$ cat src/hdl/sds_pkg.sv
`timescale 1ns / 1ps
`default_nettype none
// ----------------------------------------------------------------------------
// Sparse-to-dense scatter package
// Sizes, codes and shared types for the scatter engine and its lanes.
// ----------------------------------------------------------------------------
package sds_pkg;

    localparam int STORE_DEPTH = 4096;
    localparam int ADDR_W      = $clog2(STORE_DEPTH);
    localparam int MAX_RANK    = 4;
    localparam int NUM_DIMS    = 4;
    localparam int DIM_IDX_W   = $clog2(NUM_DIMS);
    localparam int LANES       = (MAX_RANK < NUM_DIMS) ? MAX_RANK : NUM_DIMS;
    localparam int LIDX_W      = (LANES > 1) ? $clog2(LANES) : 1;
    localparam int RANK_W      = 3;
    localparam int DIM_W       = 13;
    localparam int DATA_W      = 32;
    localparam int COORD_W     = 32;
    localparam int CNT_W       = ADDR_W + 1;
    localparam int CFG_IDX_W   = 3;
    localparam int STAT_W      = 2;
    localparam int OP_W        = 2;

    // saturated product value, one above the store depth
    localparam logic [CNT_W-1:0] SHAPE_SAT = CNT_W'(STORE_DEPTH + 1);

    localparam logic [CFG_IDX_W-1:0] CFG_RANK    = 3'd0;
    localparam logic [CFG_IDX_W-1:0] CFG_DIM_0   = 3'd1;
    localparam logic [CFG_IDX_W-1:0] CFG_DIM_3   = 3'd4;
    localparam logic [CFG_IDX_W-1:0] CFG_DEFAULT = 3'd5;

    typedef enum logic [OP_W-1:0] {
        OP_CLEAR   = 2'd0,
        OP_SCATTER = 2'd1,
        OP_READ    = 2'd2,
        OP_NONE    = 2'd3
    } t_op;

    typedef enum logic [STAT_W-1:0] {
        ST_OK    = 2'd0,
        ST_BOUND = 2'd1,
        ST_SHAPE = 2'd2,
        ST_SKIP  = 2'd3
    } t_status;

    typedef enum logic [3:0] {
        S_IDLE,
        S_SHAPE,
        S_LANE,
        S_MERGE,
        S_WRITE,
        S_FILL,
        S_READ,
        S_RDATA,
        S_OUT
    } t_state;

    typedef struct packed {
        logic               en;
        logic [COORD_W-1:0] coord;
        logic [DIM_W-1:0]   dim;
        logic [CNT_W-1:0]   stride;
    } t_lane_req;

    typedef struct packed {
        logic              inb;
        logic [ADDR_W-1:0] term;
    } t_lane_res;

    typedef struct packed {
        logic              ok;
        logic [ADDR_W-1:0] addr;
    } t_merge_res;

endpackage
`default_nettype wire

$ cat src/hdl/sds_merge.sv
`timescale 1ns / 1ps
`default_nettype none
// ----------------------------------------------------------------------------
// Scatter lane merge
// Sum of the lane terms into the linear address and the joint bound flag.
// ----------------------------------------------------------------------------
module sds_merge
    import sds_pkg::*;
(
    input  wire logic      i_clk,
    input  wire t_lane_res i_lane [LANES],
    output t_merge_res     o_res
);

    t_merge_res r_res;
    t_merge_res w_sum;

    always_comb begin
        w_sum = '{ok: 1'b1, addr: '0};
        for (int i = 0; i < LANES; i++) begin
            w_sum.ok   = w_sum.ok && i_lane[i].inb;
            w_sum.addr = w_sum.addr + i_lane[i].term;
        end
    end

    always_ff @(posedge i_clk) begin
        r_res <= w_sum;
    end

    assign o_res = r_res;

endmodule
`default_nettype wire

$ cat config.mk
export PLATFORM = sky130hd
export DESIGN_NAME = sds_merge
export DESIGN_NICKNAME = d
export VERILOG_FILES = /design/src/hdl/sds_pkg.sv /design/src/hdl/sds_merge.sv
export SDC_FILE = /design/constraint.sdc
export NUM_CORES = 1
export LEC_CHECK = 0
export CAP_MARGIN = 40
export CORE_MARGIN = 2
export CORE_UTILIZATION = 56
export DETAILED_ROUTE_END_ITERATION = 6
export DONT_BUFFER_PORTS = 1
export PLACE_DENSITY = 0.74
export SLEW_MARGIN = 30
export SYNTH_ARGS = -nofsm -noshare
export SYNTH_HDL_FRONTEND = slang
export SYNTH_SLANG_ARGS = --single-unit
$ cat constraint.sdc
create_clock -name i_clk -period 3 [get_ports i_clk]
set_input_delay 0.6 -clock i_clk [delete_from_list [all_inputs] [get_ports i_clk]]
set_output_delay 0.6 -clock i_clk [all_outputs]
set_load 0.05 [all_outputs]
Yosys cells after proc, flatten, opt, wreduce, memory -nomap -nowiden
Cells that the tools add are included.

Memory bits (read-only): 0. Latch bits: 0. Logic and storage cells: 8. Output and inout port bits: 13. Memory bits (writable): 0. Register bits: 13. Memories: 0. Input bits: 53.

Magnitude comparators: 0. Shift operators: 0. Divide/modulo/power cells: 0. Eq/ne operators: 0. Reductions and logical operators: 3. Multiply operators: 0. Bitwise gates (word level): 0. Muxes and demuxes: 0. $add $sub $neg: 3.

Operators by type and width (count): $add A12 B12 Y12 (3); $logic_and A1 B1 Y1 (3).

Logic depth before layout (Yosys ltp)
Depth after elaboration: 3. Gate-level depth with buffers: 12. Mapped depth without buffers: 12.

Worst setup path before layout
OpenSTA, ideal clock, no wires.

Path type: input -> register. From: in i_lane[5] (netlist name). To: reg r_res (netlist bit o_res[10]). Buffers on the path: 0. Library setup time: 72 ps. Cell stages on the path: 10. Data required time: 2928 ps. Arrival: 3000 ps. Path slack: -72 ps. Cells stage by stage: inv_1 > fa_1 > fa_1 > inv_1 > ha_1 > and3_4 > a2111oi_4 > o21ai_2 > a21oi_2 > xnor2_1.

RTL lines: start: declaration (RTL line sds_merge.sv:11) `input wire t_lane_res i_lane [LANES],`; end signal: assignment (RTL line sds_merge.sv:27) `r_res <= w_sum;`; end: declaration (RTL line sds_merge.sv:15) `t_merge_res r_res;`.

==> results.yml <==
flow_run:
  drv_cap: 0
worst_setup_path:
  critPathMaxFanout: 3
  cp.buffers_inverters: 2
  crit_type: "input pin to flop"
  path_cells: "inv_1, fa_1, fa_1, inv_1, ha_1, a21o_1, a2111oi_4, o21ai_2, a21oi_2, xnor2_1"
  crit_slowest_cell: "fa_1"
  crit_path_max_incr_delay_ns: 0.51
  end_kind: "flop"
  critPathRequiredTime_ns: 3.21
  cp_top_family: "adder cells"
  critPathLaunchType: "input pin"
  startpoint: "i_lane[2]"
  critPathArrivalTime_ns: 3.02
min_path:
  min_path_type: "input pin to flop"
  min_from: "i_lane[39]"
yosys:
  synth-edff-count: 0
  synth.largest_area_cell: "fa_1"
  yosys-top-cells-area: "fa_1, dfxtp_1, inv_1"
  ys_seq_area_frac: 0.1825
  yosys_warnings: 0
  syn-num-nets: 240
  ys_types: 26
  yosysMostFrequentCell: "inv_1"
  synthCells: 154
  ys_ff_latch: 13
  syn_area_um2: 1426
  synth_top_area_frac: 0.3088
  yosys-top-cells-count: "inv_1, fa_1, dfxtp_1, xnor2_1, ha_1"
  ys_async_sr_fraction: 0
  synth.avg_cell_area_um2: 9.262
  synth-main-ff-cell: "dfxtp_1"
routing:
  ant_nets: 0
  num_vias: 941
  routed_wl_um: 2284
  first_pass_iters: 4
  viasPerCell: 4.876
  drc: 0
  first_iter_violations: 4
  post_drt_wl_per_cell_um: 11.83
placed_design:
  dp.cells: 189
  pre_cts_slack_ns: -0.1902
  portBuffers: 0
  placed_area_um2: 1544
  hpwl_um: 2114
  gp_congestion: 0.8231
clock_network:
  htreeDepth: 1
  cts_tree: "done"
  clock_path_buffers: 2
  cts_root_buf: "clkbuf_4"
  numCtsBuffers: 3
  path_clk_slew_ns: 0.07
  clock_sinks: 13
layout:
  final_core_util: 0.6488
  layoutNonFillerInstCount: 193
  final_nets: 250
  largest_reg_flops: 13
  area_growth_pct: 11.67
  drive_above_1_share: 0.1656
  fill_cells: 212
  n_antenna_cell: 0
  design_area_um2: 1593
grt:
  grt-ovfl-total: 0
  grt_usage: 0.1758
  grt_pass1_wl_um: 3650
  grt_pass1_vias: 884
  grt_max_degree: 8
  antenna_found_initial: 0
floorplan:
  die_x_um: 54.47
  die-area_um2: 2967
  die_h_um: 54.47
  top_level_ports: 66
  rows: 18
  initial_core_util: 0.5810
  fp.coreArea_um2: 2455
timing:
  fin_ws_ns: 0.1840
  fmax_ghz: 0.3551
  setup_viol: 0
  worst_hold_slack_ns: 0.4494
  drv_slew: 0
  rsz0062_at_grt: "false"
  hold_viol_final: 0
  tightest_slew_ns: 0.4939
  timing.final.crit_share: 0.9387
  period_minus_slack_ns: 2.816
  maxSlewHeadroom: 0.6703
power_and_ir_drop:
  p_leak_nw: 0.8629
  power.density_nw_per_um2: 814.7
  ir_worst_vdd_mv: 0.6112
outcome:
  status: "finished, final reports clean"
[per-layer routing]
metal	share of wire	up-vias	track usage
met2	0.55	44	0.3454
met1	0.38	431	0.1872
li1	-	462	-
met5	0	-	0
met4	0.014	0	0.07500
met3	0.055	4	0.01639
[cell families (layout without fill, tap and decap cells)]
kind of cell               Yosys count  in the layout  synth area share
xor gates and xnor gates            14             14           0.08597
AOI/OAI and AO/OA                   17             17           0.09913
buffers and inverters               62             71            0.1632
and+or+nand+nor                     15             15           0.06404
DFF                                 13             13            0.1825
adders and majority gates           33             33            0.4053
[repair_timing]
item / in CTS / in global routing
gates resized for setup: 0 / 8
hold buffers: 0 / 0
setup endpoints to repair: 0 / 2
setup buffers: 0 / 0
[power by group]
part           switching (mW)  internal [mW]
Sequential              0.310          0.259
Clock                  0.0529         0.0516
Combinational           0.311          0.312
Total                   0.674          0.623
[per-stage QoR]
| stage | TNS, ns | power [mW] |
|---|---|---|
| floorplan | -0.03828 | 1.047 |
| global placement | -0.3388 | 1.160 |
| detailed placement | -0.6561 | 1.192 |
| CTS | 0 | 1.300 |
| global route | 0 | 1.404 |
| finish | 0 | 1.298 |
[final timing paths]
check              endpoint  slack [ns]  cells past startpoint
setup / recovery  o_res[10]        0.18                     10
hold / removal     o_res[0]        0.45                      1
[cell usage in the layout (no fill, tap or decap), drive strengths merged, types with 2 or more instances in the layout]
cell type / Yosys / layout
xnor2: 13 / 13
buf: 0 / 5
fa: 22 / 22
clkbuf: 0 / 4
inv: 62 / 62
nand3: 2 / 2
a21oi: 8 / 8
a21o: 3 / 3
dfxtp: 13 / 13
nor2: 3 / 3
and2: 2 / 2
and3: 4 / 4
ha: 11 / 11
[cell type report]
class	count	area [µm²]	area share
flip-flops and latches	13	260.3	0.1634
well taps	30	37.54	0.02357
repair buffers	5	37.54	0.02357
clock buffers	4	26.28	0.01650
inverters	62	235.2	0.1477
multi-input cells	79	996.0	0.6253
(Power assumes the default switching activity.)
