File: src/hdl/sds_pkg.sv
`timescale 1ns / 1ps
`default_nettype none
// ----------------------------------------------------------------------------
// Sparse-to-dense scatter package
// Sizes, codes and shared types for the scatter engine and its lanes.
// ----------------------------------------------------------------------------
package sds_pkg;

    localparam int STORE_DEPTH = 4096;
    localparam int ADDR_W      = $clog2(STORE_DEPTH);
    localparam int MAX_RANK    = 4;
    localparam int NUM_DIMS    = 4;
    localparam int DIM_IDX_W   = $clog2(NUM_DIMS);
    localparam int LANES       = (MAX_RANK < NUM_DIMS) ? MAX_RANK : NUM_DIMS;
    localparam int LIDX_W      = (LANES > 1) ? $clog2(LANES) : 1;
    localparam int RANK_W      = 3;
    localparam int DIM_W       = 13;
    localparam int DATA_W      = 32;
    localparam int COORD_W     = 32;
    localparam int CNT_W       = ADDR_W + 1;
    localparam int CFG_IDX_W   = 3;
    localparam int STAT_W      = 2;
    localparam int OP_W        = 2;

    // saturated product value, one above the store depth
    localparam logic [CNT_W-1:0] SHAPE_SAT = CNT_W'(STORE_DEPTH + 1);

    localparam logic [CFG_IDX_W-1:0] CFG_RANK    = 3'd0;
    localparam logic [CFG_IDX_W-1:0] CFG_DIM_0   = 3'd1;
    localparam logic [CFG_IDX_W-1:0] CFG_DIM_3   = 3'd4;
    localparam logic [CFG_IDX_W-1:0] CFG_DEFAULT = 3'd5;

    typedef enum logic [OP_W-1:0] {
        OP_CLEAR   = 2'd0,
        OP_SCATTER = 2'd1,
        OP_READ    = 2'd2,
        OP_NONE    = 2'd3
    } t_op;

    typedef enum logic [STAT_W-1:0] {
        ST_OK    = 2'd0,
        ST_BOUND = 2'd1,
        ST_SHAPE = 2'd2,
        ST_SKIP  = 2'd3
    } t_status;

    typedef enum logic [3:0] {
        S_IDLE,
        S_SHAPE,
        S_LANE,
        S_MERGE,
        S_WRITE,
        S_FILL,
        S_READ,
        S_RDATA,
        S_OUT
    } t_state;

    typedef struct packed {
        logic               en;
        logic [COORD_W-1:0] coord;
        logic [DIM_W-1:0]   dim;
        logic [CNT_W-1:0]   stride;
    } t_lane_req;

    typedef struct packed {
        logic              inb;
        logic [ADDR_W-1:0] term;
    } t_lane_res;

    typedef struct packed {
        logic              ok;
        logic [ADDR_W-1:0] addr;
    } t_merge_res;

endpackage
`default_nettype wire

File: src/hdl/sds_lane.sv
`timescale 1ns / 1ps
`default_nettype none
// ----------------------------------------------------------------------------
// Scatter coordinate lane
// Bound check of one coordinate and its stride-weighted address term.
// ----------------------------------------------------------------------------
module sds_lane
    import sds_pkg::*;
(
    input  wire logic      i_clk,
    input  wire t_lane_req i_req,
    output t_lane_res      o_res
);

    t_lane_res                r_res;
    logic                     w_inb;
    logic [ADDR_W+CNT_W-1:0]  w_prod;

    always_comb begin
        w_inb  = !i_req.coord[COORD_W-1] &&
                 (i_req.coord[COORD_W-2:0] < (COORD_W-1)'(i_req.dim));
        w_prod = i_req.coord[ADDR_W-1:0] * i_req.stride;
    end

    // unused lanes pass as in bound with no contribution
    always_ff @(posedge i_clk) begin
        r_res.inb  <= w_inb || !i_req.en;
        r_res.term <= i_req.en ? w_prod[ADDR_W-1:0] : '0;
    end

    assign o_res = r_res;

endmodule
`default_nettype wire

File: config.mk
export PLATFORM = sky130hd
export DESIGN_NAME = sds_lane
export DESIGN_NICKNAME = d
export VERILOG_FILES = /design/src/hdl/sds_pkg.sv /design/src/hdl/sds_lane.sv
export SDC_FILE = /design/constraint.sdc
export NUM_CORES = 1
export LEC_CHECK = 0
export BUFFER_PORTS_ARGS = -buffer_cell sky130_fd_sc_hd__clkbuf_2
export CORE_ASPECT_RATIO = 2
export CORE_MARGIN = 2
export CORE_UTILIZATION = 50
export CTS_BUF_LIST = sky130_fd_sc_hd__clkbuf_8
export CTS_CLUSTER_DIAMETER = 100
export CTS_CLUSTER_SIZE = 25
export DETAILED_ROUTE_END_ITERATION = 16
export PLACE_DENSITY = 0.79
export SYNTH_ARGS = -nofsm -noshare
export SYNTH_HDL_FRONTEND = slang
export SYNTH_SLANG_ARGS = --single-unit
File: constraint.sdc
create_clock -name i_clk -period 6.15 [get_ports i_clk]
set_clock_uncertainty 0.2 [all_clocks]
set_input_delay 1.23 -clock i_clk [delete_from_list [all_inputs] [get_ports i_clk]]
set_output_delay 1.23 -clock i_clk [all_outputs]
set_load 0.02 [all_outputs]
After elaboration in Yosys (flattened, before gate mapping)
Cells that the tools add are included.
{ "classes": {"multipliers": 1, "magnitude_cmp": 1, "reduce_logical": 4} }
{ "op_table": {"columns": ["operator", "n"], "rows": [
  ["less-than comparator 31 x 13 -> 1 bit", 1],
  ["multiplier 12 x 13 -> 12 bit", 1],
  ["zero test 1 bit", 2],
  ["logical AND 1 bit", 1],
  ["logical OR 1 bit", 1]
]} }
{ "word_totals": {"ff_bits": 13} }

Longest topological paths before layout
{ "depth": {"depth_word": 3, "mapped_depth": 18, "depth_no_buf": 17} }

Least setup slack after synthesis
OpenSTA, ideal clock, no wires.
{ "synth_timing": {"kind": "input to register", "startpoint": "in i_req[29] (netlist bit)", "endpoint": "reg r_res (netlist bit o_res[11])", "required_time_ns": 5.831, "setup_ns": 0.119, "path_buffers": 1, "path_stages": 17, "arrival_ns": 5.510, "slack_ns": 0.321, "path_cell_list": "clkbuf_1 nand2_1 fa_1 inv_1 fa_1 inv_1 fa_1 inv_1 fa_1 inv_1 fa_1 xor2_1 xnor3_1 xnor3_1 xnor3_1 xor2_1 nor2_1"} }
{ "synth_via": {"elab_chain_cells": 1} }
{ "synth_rtl": {"columns": ["element", "line", "text"], "rows": [
  ["start, declared", "sds_lane.sv:11", "input wire t_lane_req i_req,"],
  ["multiplier 12 x 13 -> 12 bit", "sds_lane.sv:22", "w_prod = i_req.coord[ADDR_W-1:0] * i_req.stride;"],
  ["end, declared", "sds_lane.sv:15", "t_lane_res r_res;"]
]} }
Every way passes these cells.
A chain may end at the register's enable or synchronous reset.

Final worst setup path
{ "layout_timing": {"startpoint": "in i_req[31] (netlist bit)", "endpoint": "reg r_res (netlist bit o_res[11])"} }
Same word-level chain as after synthesis.

==> results.md <==
- run status: finished, final reports clean
- non-filler instance count after layout: 464
- Layout area overhead: 17.6%
- Hold Path Stages: 3
- Unique masters post-synth: 30
- Buffers on Ports: 71
- power after layout: 0.000856 W
- clock tree from TritonCTS: done
- Starting DRT DRC Count: 65
- category of the critical setup timing path: in2reg
- Yosys warning total: 0
- Final nets: 545
- Net Count, Synth: 472
- number of buffers inserted during clock tree synthesis: 3
- Final Hold Fails: 0
- transition time at the pin with the least slew margin: 359 ps
- first-pass iteration count of the detailed router: 4
- Max VDD drop: 0.000270 V
- Achievable Freq: 0.174 GHz
- Setup-failing EPs final: 0
- largest net degree at the start of global routing: 14
- effective utilization at floorplan: 51.5%
- Hold Path End: o_res[12]
- Total Routing Usage GR: 23.2%
- DR DRC count: 0
- clock input transition at the sequential cells of the worst setup and hold paths: 70 ps
- flop and latch count out of synthesis: 13
- critical path fanouts, max: 2
- share of cells above drive strength 1: 20.0%
- number of max-slew violations in the final report: 0
- drt total wl: 6550 um
- die footprint: 0.00619 sq mm
- quantity of hold-fixing buffers added after cts: 0
- final global-route overflow total: 0
- count of maximum capacitance violations: 0
- routed via count: 2450
- category of the worst setup path launch point: input pin
- die outline height: 109 um
- routed length per placed instance: 14.1 um
- clock root buffer: clkbuf_8
- Max clock buf depth: 2
- core area: 0.00537 sq mm
- number of setup buffers added after CTS: 0
- routability-driven placement congestion ratio: 0.878
- worst endpoint required time: 6080 ps
- worst setup timing slack at the placement stage: 103 ps
- count of H-tree levels built during CTS: 1
- antenna violations before repair: 0
- worst relative slew slack: 75.4%
- Die Wd: 56.6 um
- Leakage Power: 1.90 nW
- setup repair after global routing missed its margin: no
- Final Critical Period: 5750 ps
- final setup margin: 399 ps
- first-pass GRT wire length: 11100 um
- HP Start: i_req[40]
- clock sink total: 13
- sum of negative setup slack: 0 ps
- Gates resized, CTS repair: 0
- power density over cell area: 263 mW/mm^2
- CP startpoint: i_req[31]
- drt via density: 5.28
- number of cells produced by synthesis: 332
- classification of the worst-slack hold path: in2reg
- cell area after synthesis: 0.00277 sq mm
- max reg flops: 13
- synthesized area divided by synthesized cell count: 8.34 sq um
- end-of-flow core utilization: 60.6%
- via count of the first global-routing pass: 2668
- ant diodes: 0
- sum of net half-perimeters after detailed placement: 5830 um
- Tcrit/Tclk final: 93.5%
- antenna violation net count after detailed routing: 0
- sequential-to-total area share from yosys stat: 9.40%
- capturing element type of the critical path: flip-flop
- arrival time at the worst endpoint: 5680 ps
- IO Pins: 73
- total instance count after detailed placement: 460
- number of rows in the core area: 38
cell type report:
| cell class | count | area, sq um |
|---|---|---|
| multi-input combinational | 226 | 2160 |
| tap | 60 | 75.1 |
| clock buffer | 3 | 41.3 |
| timing repair buffer | 77 | 400 |
| fill | 476 | 2120 |
| sequential | 13 | 260 |
| inverter | 84 | 315 |
| clock inverter | 1 | 5.00 |
synth_stat cells:
master / n / area (sq um)
a22oi_1: 1 / 7.51
nor2_1: 5 / 18.8
ha_1: 41 / 513
o211ai_1: 2 / 15.0
nor4_1: 4 / 25.0
dfxtp_1: 13 / 260
nand3_1: 1 / 5.00
xor2_1: 5 / 43.8
a211o_1: 1 / 8.76
inv_1: 84 / 315
nand2_1: 60 / 225
and3_1: 1 / 6.26
a211oi_1: 1 / 7.51
xnor2_1: 11 / 96.3
a2111oi_0: 1 / 8.76
clkbuf_1: 9 / 33.8
a21o_1: 5 / 37.5
or4_1: 1 / 7.51
a21boi_0: 2 / 15.0
o41ai_1: 1 / 8.76
nor3b_1: 2 / 15.0
and2_1: 21 / 131
nor2b_1: 2 / 12.5
a21oi_1: 4 / 20.0
nor3_1: 3 / 15.0
nand4_1: 2 / 12.5
nand2b_1: 2 / 12.5
fa_1: 39 / 781
xnor3_1: 4 / 90.1
o21ai_0: 4 / 20.0
metal layers:
layer	vias to the layer above	global-route usage (%)	routed length [um]
met3	43	2.14	156
met4	0	18.2	507
li1	1150	-	-
met5	-	0	0
met1	1183	21.4	2170
met2	74	44.7	3710
logic make-up after synthesis:
family / Yosys count / synth area share, %
compound gates: 22 / 5.38
xor+xnor: 20 / 8.31
fa+ha+maj: 80 / 46.7
buf+inv: 93 / 12.6
flops: 13 / 9.40
simple gates: 104 / 17.6
placed cells by master (no fill, tap or decap), types with 6 or more instances in the layout:
cell and count:
inv_1 84, nand2_1 60, and2_1 21, buf_4 6
ha_1 41, clkbuf_2 71, xnor2_1 11, dfxtp_1 13
fa_1 39
power by group:
group / switching [W] / total, W / internal (W) / leakage, nW
Sequential: 0.00000461 / 0.000116 / 0.000111 / 0.108
Clock: 0.0000370 / 0.0000819 / 0.0000449 / 0.0255
Combinational: 0.000347 / 0.000659 / 0.000312 / 1.77
worst max-delay path, cell delays in order:
cell      delay (ps)
clkbuf_2         110
nand2_1           80
fa_1             550
inv_1             60
fa_1             510
inv_1             50
fa_1             480
inv_1             60
fa_1             520
inv_1             50
fa_1             430
xor2_1           190
xnor3_1          330
xnor3_1          380
xnor3_1          430
xor2_1           170
nor2_1            50
worst max-delay path by stage:
stage / end / cells past startpoint / slack, ps
detailed placement: o_res[11] / 17 / 100
CTS: o_res[11] / 17 / 360
global route: o_res[11] / 17 / 130
global placement: o_res[11] / 17 / 200
floorplan: o_res[11] / 17 / 320
finish: o_res[11] / 17 / 400
through the flow:
stage          hold WS, ps  instance area [sq um]
2_1_floorplan         1140                   2770
3_3_place_gp          1350                   3210
3_5_place_dp          1350                   3210
4_1_cts               1090                   3260
5_1_grt               1130                   3260
6_report              1090                   3260
(Power assumes the default switching activity.)
